===== config.mk =====
export PLATFORM = sky130hd
export DESIGN_NAME = go_to_goal_drive_controller
export DESIGN_NICKNAME = d
export VERILOG_FILES = /design/src/sv/gtg_pkg.sv /design/src/sv/gtg_sqrt.sv /design/src/sv/gtg_cordic.sv /design/src/sv/go_to_goal_drive_controller.sv
export SDC_FILE = /design/constraint.sdc
export NUM_CORES = 2
export LEC_CHECK = 0
export BUFFER_PORTS_ARGS = -buffer_cell sky130_fd_sc_hd__buf_2
export CORE_ASPECT_RATIO = 1.75
export CORE_MARGIN = 2
export CORE_UTILIZATION = 30
export DETAILED_ROUTE_END_ITERATION = 8
export GPL_TIMING_DRIVEN = 0
export PLACE_DENSITY_LB_ADDON = 0.05
export SKIP_CTS_REPAIR_TIMING = 1
export SKIP_LAST_GASP = 1
export SYNTH_ARGS = -nofsm -noshare
export SYNTH_HDL_FRONTEND = slang
export SYNTH_HIERARCHICAL = 1
export SYNTH_SLANG_ARGS = --single-unit

===== constraint.sdc =====
create_clock -name aclk -period 25.7 [get_ports aclk]
set_input_delay 3.855 -clock aclk [delete_from_list [all_inputs] [get_ports aclk]]
set_output_delay 3.855 -clock aclk [all_outputs]
set_load 0.005 [all_outputs]

===== src/sv/gtg_pkg.sv =====
// Shared types and constants for the go-to-goal drive controller.
// Holds field widths, register indexes and the CORDIC arctangent table.
// No dependencies.
`default_nettype none

package gtg_pkg;

    localparam int POS_W    = 15;
    localparam int HD_W     = 14;
    localparam int DIFF_W   = 16;
    localparam int SQ_W     = 32;
    localparam int RAD_W    = 40;
    localparam int ROOT_W   = 20;
    localparam int XY_W     = 35;
    localparam int Z_W      = 34;
    localparam int ERR_W    = 35;
    localparam int MB_W     = 17;
    localparam int PROD_W   = ERR_W + MB_W;
    localparam int GAIN_W   = 8;
    localparam int LIN_W    = 16;
    localparam int ANG_W    = 17;
    localparam int CFG_IDX_W = 3;
    localparam int ATAN_LEN = 24;
    localparam int ATAN_IDX_W = 5;
    localparam int ATAN_W   = 30;

    localparam logic signed [Z_W-1:0] PI_OVER_2_Q30 = 34'sd1686629713;

    typedef enum logic [CFG_IDX_W-1:0] {
        CFG_GOAL_X       = 3'd0,
        CFG_GOAL_Y       = 3'd1,
        CFG_ARRIVE_TOL   = 3'd2,
        CFG_LINEAR_GAIN  = 3'd3,
        CFG_ANGULAR_GAIN = 3'd4
    } cfg_idx_t;

    // round(atan(2^-i) * 2^30)
    function automatic logic [ATAN_W-1:0] atan_q30(input logic [ATAN_IDX_W-1:0] idx);
        logic [ATAN_W-1:0] v;
        case (idx)
            5'd0:    v = 30'd843314857;
            5'd1:    v = 30'd497837829;
            5'd2:    v = 30'd263043837;
            5'd3:    v = 30'd133525159;
            5'd4:    v = 30'd67021687;
            5'd5:    v = 30'd33543516;
            5'd6:    v = 30'd16775851;
            5'd7:    v = 30'd8388437;
            5'd8:    v = 30'd4194283;
            5'd9:    v = 30'd2097149;
            5'd10:   v = 30'd1048576;
            5'd11:   v = 30'd524288;
            5'd12:   v = 30'd262144;
            5'd13:   v = 30'd131072;
            5'd14:   v = 30'd65536;
            5'd15:   v = 30'd32768;
            5'd16:   v = 30'd16384;
            5'd17:   v = 30'd8192;
            5'd18:   v = 30'd4096;
            5'd19:   v = 30'd2048;
            5'd20:   v = 30'd1024;
            5'd21:   v = 30'd512;
            5'd22:   v = 30'd256;
            5'd23:   v = 30'd128;
            default: v = '0;
        endcase
        return v;
    endfunction

endpackage

`default_nettype wire


===== src/sv/gtg_sqrt.sv =====
// Bit-serial integer square root, one result bit per cycle.
// Depends on gtg_pkg.
`default_nettype none

module gtg_sqrt
    import gtg_pkg::*;
(
    input  wire logic              aclk,
    input  wire logic              aresetn,
    input  wire logic              start,
    input  wire logic [RAD_W-1:0]  radicand,
    output logic      [ROOT_W-1:0] root,
    output logic                   done
);

    typedef enum logic {SQ_IDLE, SQ_RUN} sq_state_t;

    localparam int REM_W = ROOT_W + 3;
    localparam int CNT_W = $clog2(ROOT_W);

    sq_state_t          state_reg, state_next;
    logic [CNT_W-1:0]   cnt_reg, cnt_next;
    logic [RAD_W-1:0]   rad_reg, rad_next;
    logic [REM_W-1:0]   rem_reg, rem_next;
    logic [ROOT_W-1:0]  root_reg, root_next;
    logic               done_reg, done_next;
    logic [REM_W-1:0]   rem_sh;
    logic [REM_W-1:0]   trial;

    assign rem_sh = {rem_reg[REM_W-3:0], rad_reg[RAD_W-1:RAD_W-2]};
    assign trial  = {1'b0, root_reg, 2'b01};

    always_comb begin
        state_next = state_reg;
        cnt_next   = cnt_reg;
        rad_next   = rad_reg;
        rem_next   = rem_reg;
        root_next  = root_reg;
        done_next  = done_reg;
        case (state_reg)
            SQ_IDLE: begin
                if (start) begin
                    rad_next   = radicand;
                    rem_next   = '0;
                    root_next  = '0;
                    cnt_next   = '0;
                    done_next  = 1'b0;
                    state_next = SQ_RUN;
                end
            end
            SQ_RUN: begin
                rad_next = {rad_reg[RAD_W-3:0], 2'b00};
                if (rem_sh >= trial) begin
                    rem_next  = rem_sh - trial;
                    root_next = {root_reg[ROOT_W-2:0], 1'b1};
                end else begin
                    rem_next  = rem_sh;
                    root_next = {root_reg[ROOT_W-2:0], 1'b0};
                end
                cnt_next = cnt_reg + 1'b1;
                if (cnt_reg == CNT_W'(ROOT_W - 1)) begin
                    done_next  = 1'b1;
                    state_next = SQ_IDLE;
                end
            end
            default: state_next = SQ_IDLE;
        endcase
    end

    always_ff @(posedge aclk) begin
        if (!aresetn) begin
            state_reg <= SQ_IDLE;
            done_reg  <= 1'b0;
            cnt_reg   <= '0;
        end else begin
            state_reg <= state_next;
            done_reg  <= done_next;
            cnt_reg   <= cnt_next;
        end
        rad_reg  <= rad_next;
        rem_reg  <= rem_next;
        root_reg <= root_next;
    end

    assign root = root_reg;
    assign done = done_reg;

endmodule

`default_nettype wire


===== src/sv/gtg_cordic.sv =====
// CORDIC vectoring unit: atan2 of the goal offset in Q.30 radians,
// one micro-rotation per cycle. Depends on gtg_pkg.
`default_nettype none

module gtg_cordic
    import gtg_pkg::*;
#(
    parameter int STEPS = 16
) (
    input  wire logic                     aclk,
    input  wire logic                     aresetn,
    input  wire logic                     start,
    input  wire logic signed [DIFF_W-1:0] dx,
    input  wire logic signed [DIFF_W-1:0] dy,
    output logic signed      [Z_W-1:0]    bearing,
    output logic                          done
);

    typedef enum logic {CD_IDLE, CD_RUN} cd_state_t;

    cd_state_t               state_reg, state_next;
    logic [ATAN_IDX_W-1:0]   cnt_reg, cnt_next;
    logic signed [XY_W-1:0]  x_reg, x_next;
    logic signed [XY_W-1:0]  y_reg, y_next;
    logic signed [Z_W-1:0]   z_reg, z_next;
    logic                    done_reg, done_next;
    logic signed [XY_W-1:0]  x_in, y_in, xs, ys;
    logic signed [Z_W-1:0]   step_angle;

    assign x_in = {{3{dx[DIFF_W-1]}}, dx, 16'b0};
    assign y_in = {{3{dy[DIFF_W-1]}}, dy, 16'b0};
    assign xs   = x_reg >>> cnt_reg;
    assign ys   = y_reg >>> cnt_reg;
    assign step_angle = {{(Z_W-ATAN_W){1'b0}}, atan_q30(cnt_reg)};

    always_comb begin
        state_next = state_reg;
        cnt_next   = cnt_reg;
        x_next     = x_reg;
        y_next     = y_reg;
        z_next     = z_reg;
        done_next  = done_reg;
        case (state_reg)
            CD_IDLE: begin
                if (start) begin
                    // left half-plane: rotate by a quarter turn first
                    if (dx[DIFF_W-1]) begin
                        if (!dy[DIFF_W-1]) begin
                            x_next = y_in;
                            y_next = -x_in;
                            z_next = PI_OVER_2_Q30;
                        end else begin
                            x_next = -y_in;
                            y_next = x_in;
                            z_next = -PI_OVER_2_Q30;
                        end
                    end else begin
                        x_next = x_in;
                        y_next = y_in;
                        z_next = '0;
                    end
                    cnt_next   = '0;
                    done_next  = 1'b0;
                    state_next = CD_RUN;
                end
            end
            CD_RUN: begin
                if (!y_reg[XY_W-1]) begin
                    x_next = x_reg + ys;
                    y_next = y_reg - xs;
                    z_next = z_reg + step_angle;
                end else begin
                    x_next = x_reg - ys;
                    y_next = y_reg + xs;
                    z_next = z_reg - step_angle;
                end
                cnt_next = cnt_reg + 1'b1;
                if (cnt_reg == ATAN_IDX_W'(STEPS - 1)) begin
                    done_next  = 1'b1;
                    state_next = CD_IDLE;
                end
            end
            default: state_next = CD_IDLE;
        endcase
    end

    always_ff @(posedge aclk) begin
        if (!aresetn) begin
            state_reg <= CD_IDLE;
            done_reg  <= 1'b0;
            cnt_reg   <= '0;
        end else begin
            state_reg <= state_next;
            done_reg  <= done_next;
            cnt_reg   <= cnt_next;
        end
        x_reg <= x_next;
        y_reg <= y_next;
        z_reg <= z_next;
    end

    assign bearing = z_reg;
    assign done    = done_reg;

endmodule

`default_nettype wire


===== src/sv/go_to_goal_drive_controller.sv =====
// Go-to-goal proportional drive controller: sequencer, shared multiplier,
// configuration registers and result register. Depends on gtg_pkg,
// gtg_sqrt and gtg_cordic.
//
//   channel | direction | handshake            | payload
//   --------+-----------+----------------------+-----------------------------------
//   s_      | in        | s_tvalid / s_tready  | s_tdata: pos_x, pos_y, heading
//   m_      | out       | m_tvalid / m_tready  | m_tdata: linear_drive, angular_drive
//           |           |                      | m_tuser: arrived
//   cfg_    | in        | cfg_valid/cfg_ready  | cfg_index, cfg_data
//
// When the goal is reached, one pose runs through the square, tolerance and check
// states straight to the result; otherwise it waits until the 20-step bit-serial square
// root and the CORDIC_STEPS-step CORDIC pass, which run alongside, are both done.
// s_tready is high only while the sequencer is idle; a finished result waits
// in the output register, so the next pose can be taken while m_ stalls.
// Synchronous active-low reset clears the sequencer and arrival flag and presets config.
`default_nettype none

module go_to_goal_drive_controller
    import gtg_pkg::*;
#(
    parameter int CORDIC_STEPS = 16
) (
    input  wire logic                 aclk,
    input  wire logic                 aresetn,
    input  wire logic                 s_tvalid,
    output logic                      s_tready,
    input  wire logic [47:0]          s_tdata,   // pos_x[14:0], pos_y[29:15], heading[43:30]
    output logic                      m_tvalid,
    input  wire logic                 m_tready,
    output logic [39:0]               m_tdata,   // linear_drive[15:0], angular_drive[32:16]
    output logic                      m_tuser,   // arrived[0]
    input  wire logic                 cfg_valid,
    output logic                      cfg_ready,
    input  wire logic [CFG_IDX_W-1:0] cfg_index,
    input  wire logic [15:0]          cfg_data
);

    typedef enum logic [3:0] {
        ST_IDLE, ST_SQX, ST_SQY, ST_TOL, ST_CHK, ST_RUN,
        ST_ANG, ST_LIN, ST_FIN, ST_DONE
    } state_t;

    state_t                      state_reg, state_next;
    logic [POS_W-1:0]            goal_x_reg, goal_y_reg, tol_reg;
    logic [GAIN_W-1:0]           lin_gain_reg, ang_gain_reg;
    logic                        reached_reg, reached_next;
    logic signed [DIFF_W-1:0]    dx_reg, dx_next, dy_reg, dy_next;
    logic signed [HD_W-1:0]      hd_reg, hd_next;
    logic [SQ_W-1:0]             sq_reg, sq_next;
    logic signed [ERR_W-1:0]     err_reg, err_next;
    logic signed [PROD_W-1:0]    prod_reg, prod_next;
    logic [LIN_W-1:0]            lin_reg, lin_next;
    logic [ANG_W-1:0]            ang_reg, ang_next;
    logic                        arr_reg, arr_next;
    logic                        m_tvalid_reg, m_tvalid_next;
    logic [39:0]                 m_tdata_reg, m_tdata_next;
    logic                        m_tuser_reg, m_tuser_next;

    logic signed [ERR_W-1:0]     mul_a;
    logic signed [MB_W-1:0]      mul_b;
    logic                        unit_start;
    logic [ROOT_W-1:0]           root;
    logic                        sqrt_done;
    logic signed [Z_W-1:0]       bearing;
    logic                        cordic_done;
    logic [POS_W-1:0]            in_x, in_y;
    logic signed [HD_W-1:0]      in_hd;
    logic signed [PROD_W-1:0]    ang_sum;
    logic signed [PROD_W-24:0]   ang_full;
    logic [PROD_W-1:0]           lin_sum;
    logic [PROD_W-9:0]           lin_full;

    assign in_x  = s_tdata[14:0];
    assign in_y  = s_tdata[29:15];
    assign in_hd = s_tdata[43:30];

    assign s_tready  = (state_reg == ST_IDLE);
    assign cfg_ready = 1'b1;

    gtg_sqrt u_sqrt (
        .aclk     (aclk),
        .aresetn  (aresetn),
        .start    (unit_start),
        .radicand ({sq_reg, 8'b0}),
        .root     (root),
        .done     (sqrt_done)
    );

    gtg_cordic #(
        .STEPS (CORDIC_STEPS)
    ) u_cordic (
        .aclk     (aclk),
        .aresetn  (aresetn),
        .start    (unit_start),
        .dx       (dx_reg),
        .dy       (dy_reg),
        .bearing  (bearing),
        .done     (cordic_done)
    );

    // shared multiplier operand select
    always_comb begin
        mul_a = '0;
        mul_b = '0;
        case (state_reg)
            ST_SQX: begin
                mul_a = {{(ERR_W-DIFF_W){dx_reg[DIFF_W-1]}}, dx_reg};
                mul_b = {dx_reg[DIFF_W-1], dx_reg};
            end
            ST_SQY: begin
                mul_a = {{(ERR_W-DIFF_W){dy_reg[DIFF_W-1]}}, dy_reg};
                mul_b = {dy_reg[DIFF_W-1], dy_reg};
            end
            ST_TOL: begin
                mul_a = {{(ERR_W-POS_W){1'b0}}, tol_reg};
                mul_b = {{(MB_W-POS_W){1'b0}}, tol_reg};
            end
            ST_ANG: begin
                mul_a = err_reg;
                mul_b = {{(MB_W-GAIN_W){1'b0}}, ang_gain_reg};
            end
            ST_LIN: begin
                mul_a = {{(ERR_W-ROOT_W){1'b0}}, root};
                mul_b = {{(MB_W-GAIN_W){1'b0}}, lin_gain_reg};
            end
            default: begin
                mul_a = '0;
                mul_b = '0;
            end
        endcase
    end

    assign ang_sum  = prod_reg + PROD_W'(64'sd4194304);
    assign ang_full = ang_sum[PROD_W-1:23];
    assign lin_sum  = prod_reg + PROD_W'(128);
    assign lin_full = lin_sum[PROD_W-1:8];

    assign unit_start = (state_reg == ST_CHK) &&
                        !(reached_reg || (sq_reg <= prod_reg[SQ_W-1:0]));

    always_comb begin
        state_next    = state_reg;
        reached_next  = reached_reg;
        dx_next       = dx_reg;
        dy_next       = dy_reg;
        hd_next       = hd_reg;
        sq_next       = sq_reg;
        err_next      = err_reg;
        prod_next     = mul_a * mul_b;
        lin_next      = lin_reg;
        ang_next      = ang_reg;
        arr_next      = arr_reg;
        m_tvalid_next = m_tvalid_reg;
        m_tdata_next  = m_tdata_reg;
        m_tuser_next  = m_tuser_reg;

        if (m_tvalid_reg && m_tready) begin
            m_tvalid_next = 1'b0;
        end

        case (state_reg)
            ST_IDLE: begin
                if (s_tvalid) begin
                    dx_next    = $signed({1'b0, goal_x_reg}) - $signed({1'b0, in_x});
                    dy_next    = $signed({1'b0, goal_y_reg}) - $signed({1'b0, in_y});
                    hd_next    = in_hd;
                    state_next = ST_SQX;
                end
            end
            ST_SQX: state_next = ST_SQY;
            ST_SQY: begin
                sq_next    = prod_reg[SQ_W-1:0];
                state_next = ST_TOL;
            end
            ST_TOL: begin
                sq_next    = sq_reg + prod_reg[SQ_W-1:0];
                state_next = ST_CHK;
            end
            ST_CHK: begin
                if (!unit_start) begin
                    reached_next = 1'b1;
                    lin_next     = '0;
                    ang_next     = '0;
                    arr_next     = 1'b1;
                    state_next   = ST_DONE;
                end else begin
                    state_next = ST_RUN;
                end
            end
            ST_RUN: begin
                if (sqrt_done && cordic_done) begin
                    err_next = {bearing[Z_W-1], bearing} -
                               {{2{hd_reg[HD_W-1]}}, hd_reg, 19'b0};
                    state_next = ST_ANG;
                end
            end
            ST_ANG: state_next = ST_LIN;
            ST_LIN: begin
                if (ang_full > $signed((PROD_W-23)'(65535))) begin
                    ang_next = 17'h0FFFF;
                end else if (ang_full < -$signed((PROD_W-23)'(65536))) begin
                    ang_next = 17'h10000;
                end else begin
                    ang_next = ang_full[ANG_W-1:0];
                end
                state_next = ST_FIN;
            end
            ST_FIN: begin
                if (|lin_full[PROD_W-9:LIN_W]) begin
                    lin_next = '1;
                end else begin
                    lin_next = lin_full[LIN_W-1:0];
                end
                arr_next   = 1'b0;
                state_next = ST_DONE;
            end
            ST_DONE: begin
                if (!m_tvalid_reg || m_tready) begin
                    m_tvalid_next = 1'b1;
                    m_tdata_next  = {7'b0, ang_reg, lin_reg};
                    m_tuser_next  = arr_reg;
                    state_next    = ST_IDLE;
                end
            end
            default: state_next = ST_IDLE;
        endcase
    end

    always_ff @(posedge aclk) begin
        if (!aresetn) begin
            state_reg    <= ST_IDLE;
            reached_reg  <= 1'b0;
            m_tvalid_reg <= 1'b0;
        end else begin
            state_reg    <= state_next;
            reached_reg  <= reached_next;
            m_tvalid_reg <= m_tvalid_next;
        end
        dx_reg      <= dx_next;
        dy_reg      <= dy_next;
        hd_reg      <= hd_next;
        sq_reg      <= sq_next;
        err_reg     <= err_next;
        prod_reg    <= prod_next;
        lin_reg     <= lin_next;
        ang_reg     <= ang_next;
        arr_reg     <= arr_next;
        m_tdata_reg <= m_tdata_next;
        m_tuser_reg <= m_tuser_next;
    end

    always_ff @(posedge aclk) begin
        if (!aresetn) begin
            goal_x_reg   <= POS_W'(2048);
            goal_y_reg   <= POS_W'(2048);
            tol_reg      <= POS_W'(20);
            lin_gain_reg <= GAIN_W'(16);
            ang_gain_reg <= GAIN_W'(64);
        end else if (cfg_valid && cfg_ready) begin
            case (cfg_index)
                CFG_GOAL_X:       goal_x_reg   <= cfg_data[POS_W-1:0];
                CFG_GOAL_Y:       goal_y_reg   <= cfg_data[POS_W-1:0];
                CFG_ARRIVE_TOL:   tol_reg      <= cfg_data[POS_W-1:0];
                CFG_LINEAR_GAIN:  lin_gain_reg <= cfg_data[GAIN_W-1:0];
                CFG_ANGULAR_GAIN: ang_gain_reg <= cfg_data[GAIN_W-1:0];
                default: ;
            endcase
        end
    end

    assign m_tvalid = m_tvalid_reg;
    assign m_tdata  = m_tdata_reg;
    assign m_tuser  = m_tuser_reg;

endmodule

`default_nettype wire

==> qor.yml <==
status: "finished with violations"
violations: "max-capacitance violations, max-slew violations"
initial_core_util_pct: 30.19
worst-path-max-fanout: 10
fin_hold_ws_ns: 0.4182
drt_first_pass_iters: 6
preCtsSetupSlack_ns: 12.80
final_cell_mix: "956 x inv_1, 676 x nor2_1, 620 x nand2_1, 573 x fa_1, 371 x ha_1"
crit_path_start_kind: "flop"
critPathCaptureType: "flop"
gr-total-overflow: 0
drtIter0Drc: 3150
hpwl_mm: 232.8
min_period_ns: 13.07
slew_violations: 1
seqCellArea_um2: 14250
max_freq_ghz: 0.07653
clock_latency_ns: 0.77
cts_tree: "built"
critPathArrivalTime_ns: 13.69
synth.avg_cell_area_um2: 9.164
ys_warn_count: 6
ios: 116
yosys-top-cells-area: "fa_1 19%, edfxtp_1 18%, ha_1 7.7%"
core_um2: 199800
finalSetupViolations: 0
synth_cell_types: 121
tns_ns: 0
synthAdderAreaFrac_pct: 26.71
relSlewSlack_pct: -0.5382
vias_per_cell: 5.269
drc: 0
synth_area_um2: 60330
die_y_um: 597.2
grt_pass1_vias: 53070
wl_per_cell_um: 29.32
synthArstFlopShare_pct: 0
routabilityCongestion: 1.079
synthXorXnorAreaFrac_pct: 5.052
required_ns: 26.33
fin_skew_ns: 0.08753
synth_largest_area_cell: "fa_1"
rsz0062_at_grt: "no"
hp-class: "flop to flop"
htree_levels: 2
area_delta_synth_final_pct: 10.86
fin_crit_sh_pct: 50.84
ant_nets: 0
synth_top_family_by_area: "adder cells"
powerDensity_nw_per_um2: 83.70
yosysSeqAreaShare_pct: 23.63
fill_cells: 21150
multi_input_area_um2: 41130
synth-simple-area-share_pct: 14.57
cp_slowest_stage_delay_ns: 1.20
grt_max_degree: 59
worst_path_max_delay_cell: "a311oi_1"
power_leakage_nw: 28.10
worst_pin_slew_ns: 1.466
synth_edf_count: 366
cts_buffer_depth: 3
fin_nets: 7828
crit_path_frequent_cell: "fa_1"
cts.clk_slew.worst_paths_ns: 0.07
vdd_drop_max_mv: 0.07934
fin_ws_ns: 12.63
synth_cells: 6583
dieArea_um2: 204800
numPortBuffers: 102
hold_violations: 0
die_w_um: 343.0
routed_wirelength_mm: 278.6
largest_register_ff_count: 52
drive_gt1_share_pct: 8.770
grt_usage_pct: 27.20
cap_violations: 2
mostFrequentLayoutCell: "inv_1"
cts-root-buf: "clkbuf_16"
rows: 217
ys.flop_type: "edfxtp_1"
critPathKind: "flop to flop"
cts_buffers: 61
grt_pass1_wl_mm: 393.3
synth_seq_cells: 529
synth_compound_area_share_pct: 14.21
muxShareOfSynthArea_pct: 7.205
dr_total_vias: 50070
cts.sinks: 529
synth.top_cell.area_share_pct: 19.01
antenna_found_initial: 16
[synth_stat cells, drive strengths merged, types with 102 or more instances]
cell	number
inv	958
nor2	678
nand2	621
fa	573
ha	371
edfxtp	366
a21oi	335
o21ai	288
xnor2	246
clkbuf	193
dfxtp	163
buf	113
mux4	107
xor2	102
[cells by family (layout without fill, tap and decap cells)]
group           after synthesis  after routing
xor+xnor                    348            348
fa+ha+maj                   944            944
buf+inv                    1271           1519
compound gates             1303           1303
flops                       529            529
mux                         280            280
simple gates               1906           1906
other cells                   2             46
[metal layers]
layer / track usage, % / up-vias / wire length, um
li1: - / 22820 / -
met1: 24.01 / 24950 / 85830
met2: 53.60 / 1541 / 155700
met3: 3.248 / 745 / 8995
met4: 22.68 / 4 / 28110
met5: 0 / - / 25
[report_power, final]
part	internal, mW	total, mW	switching, mW
clock network	0.521	0.953	0.432
logic	1.35	3.52	2.16
registers	1.02	1.13	0.105
[worst max-delay path, delay by kind of cell, from the launching register on]
family,cells,cell delay (ns)
compound gates,8,3.08
fa+ha+maj,7,3.58
simple gates,7,3.07
flops,1,0.31
buf+inv,9,2.86
[final cells by class]
type | instances | share of cell area [%]
timing repair buffer | 133 | 1.302
clock buffer | 70 | 2.380
sequential | 529 | 21.31
inverter | 964 | 5.414
multi-input combinational | 4816 | 61.51
buffer | 307 | 2.361
antenna | 11 | 0.04116
clock inverter | 45 | 0.7670
tap | 2628 | 4.917
[path summary, 6_finish.rpt]
kind	startpoint	to	slack (ns)	cells after the start
min reg2reg	lin_reg[8]	m_tdata[8]	0.42	0
max reg2reg	state_reg[1]	prod_reg[42]	12.63	31
min	lin_reg[8]	m_tdata[8]	0.42	0
max	state_reg[1]	prod_reg[42]	12.63	31
[per-stage QoR]
stage	power [mW]	area [um^2]	std cells	utilization [%]
final	5.598	66880	9503	33.47
after detailed placement	4.698	64730	9377	32.39
after global routing	6.105	66850	9493	33.46
after global placement	4.680	64250	9346	32.15
after floorplan	3.644	60450	6616	-
after CTS	5.689	66840	9492	33.45
(Power assumes the default switching activity.)
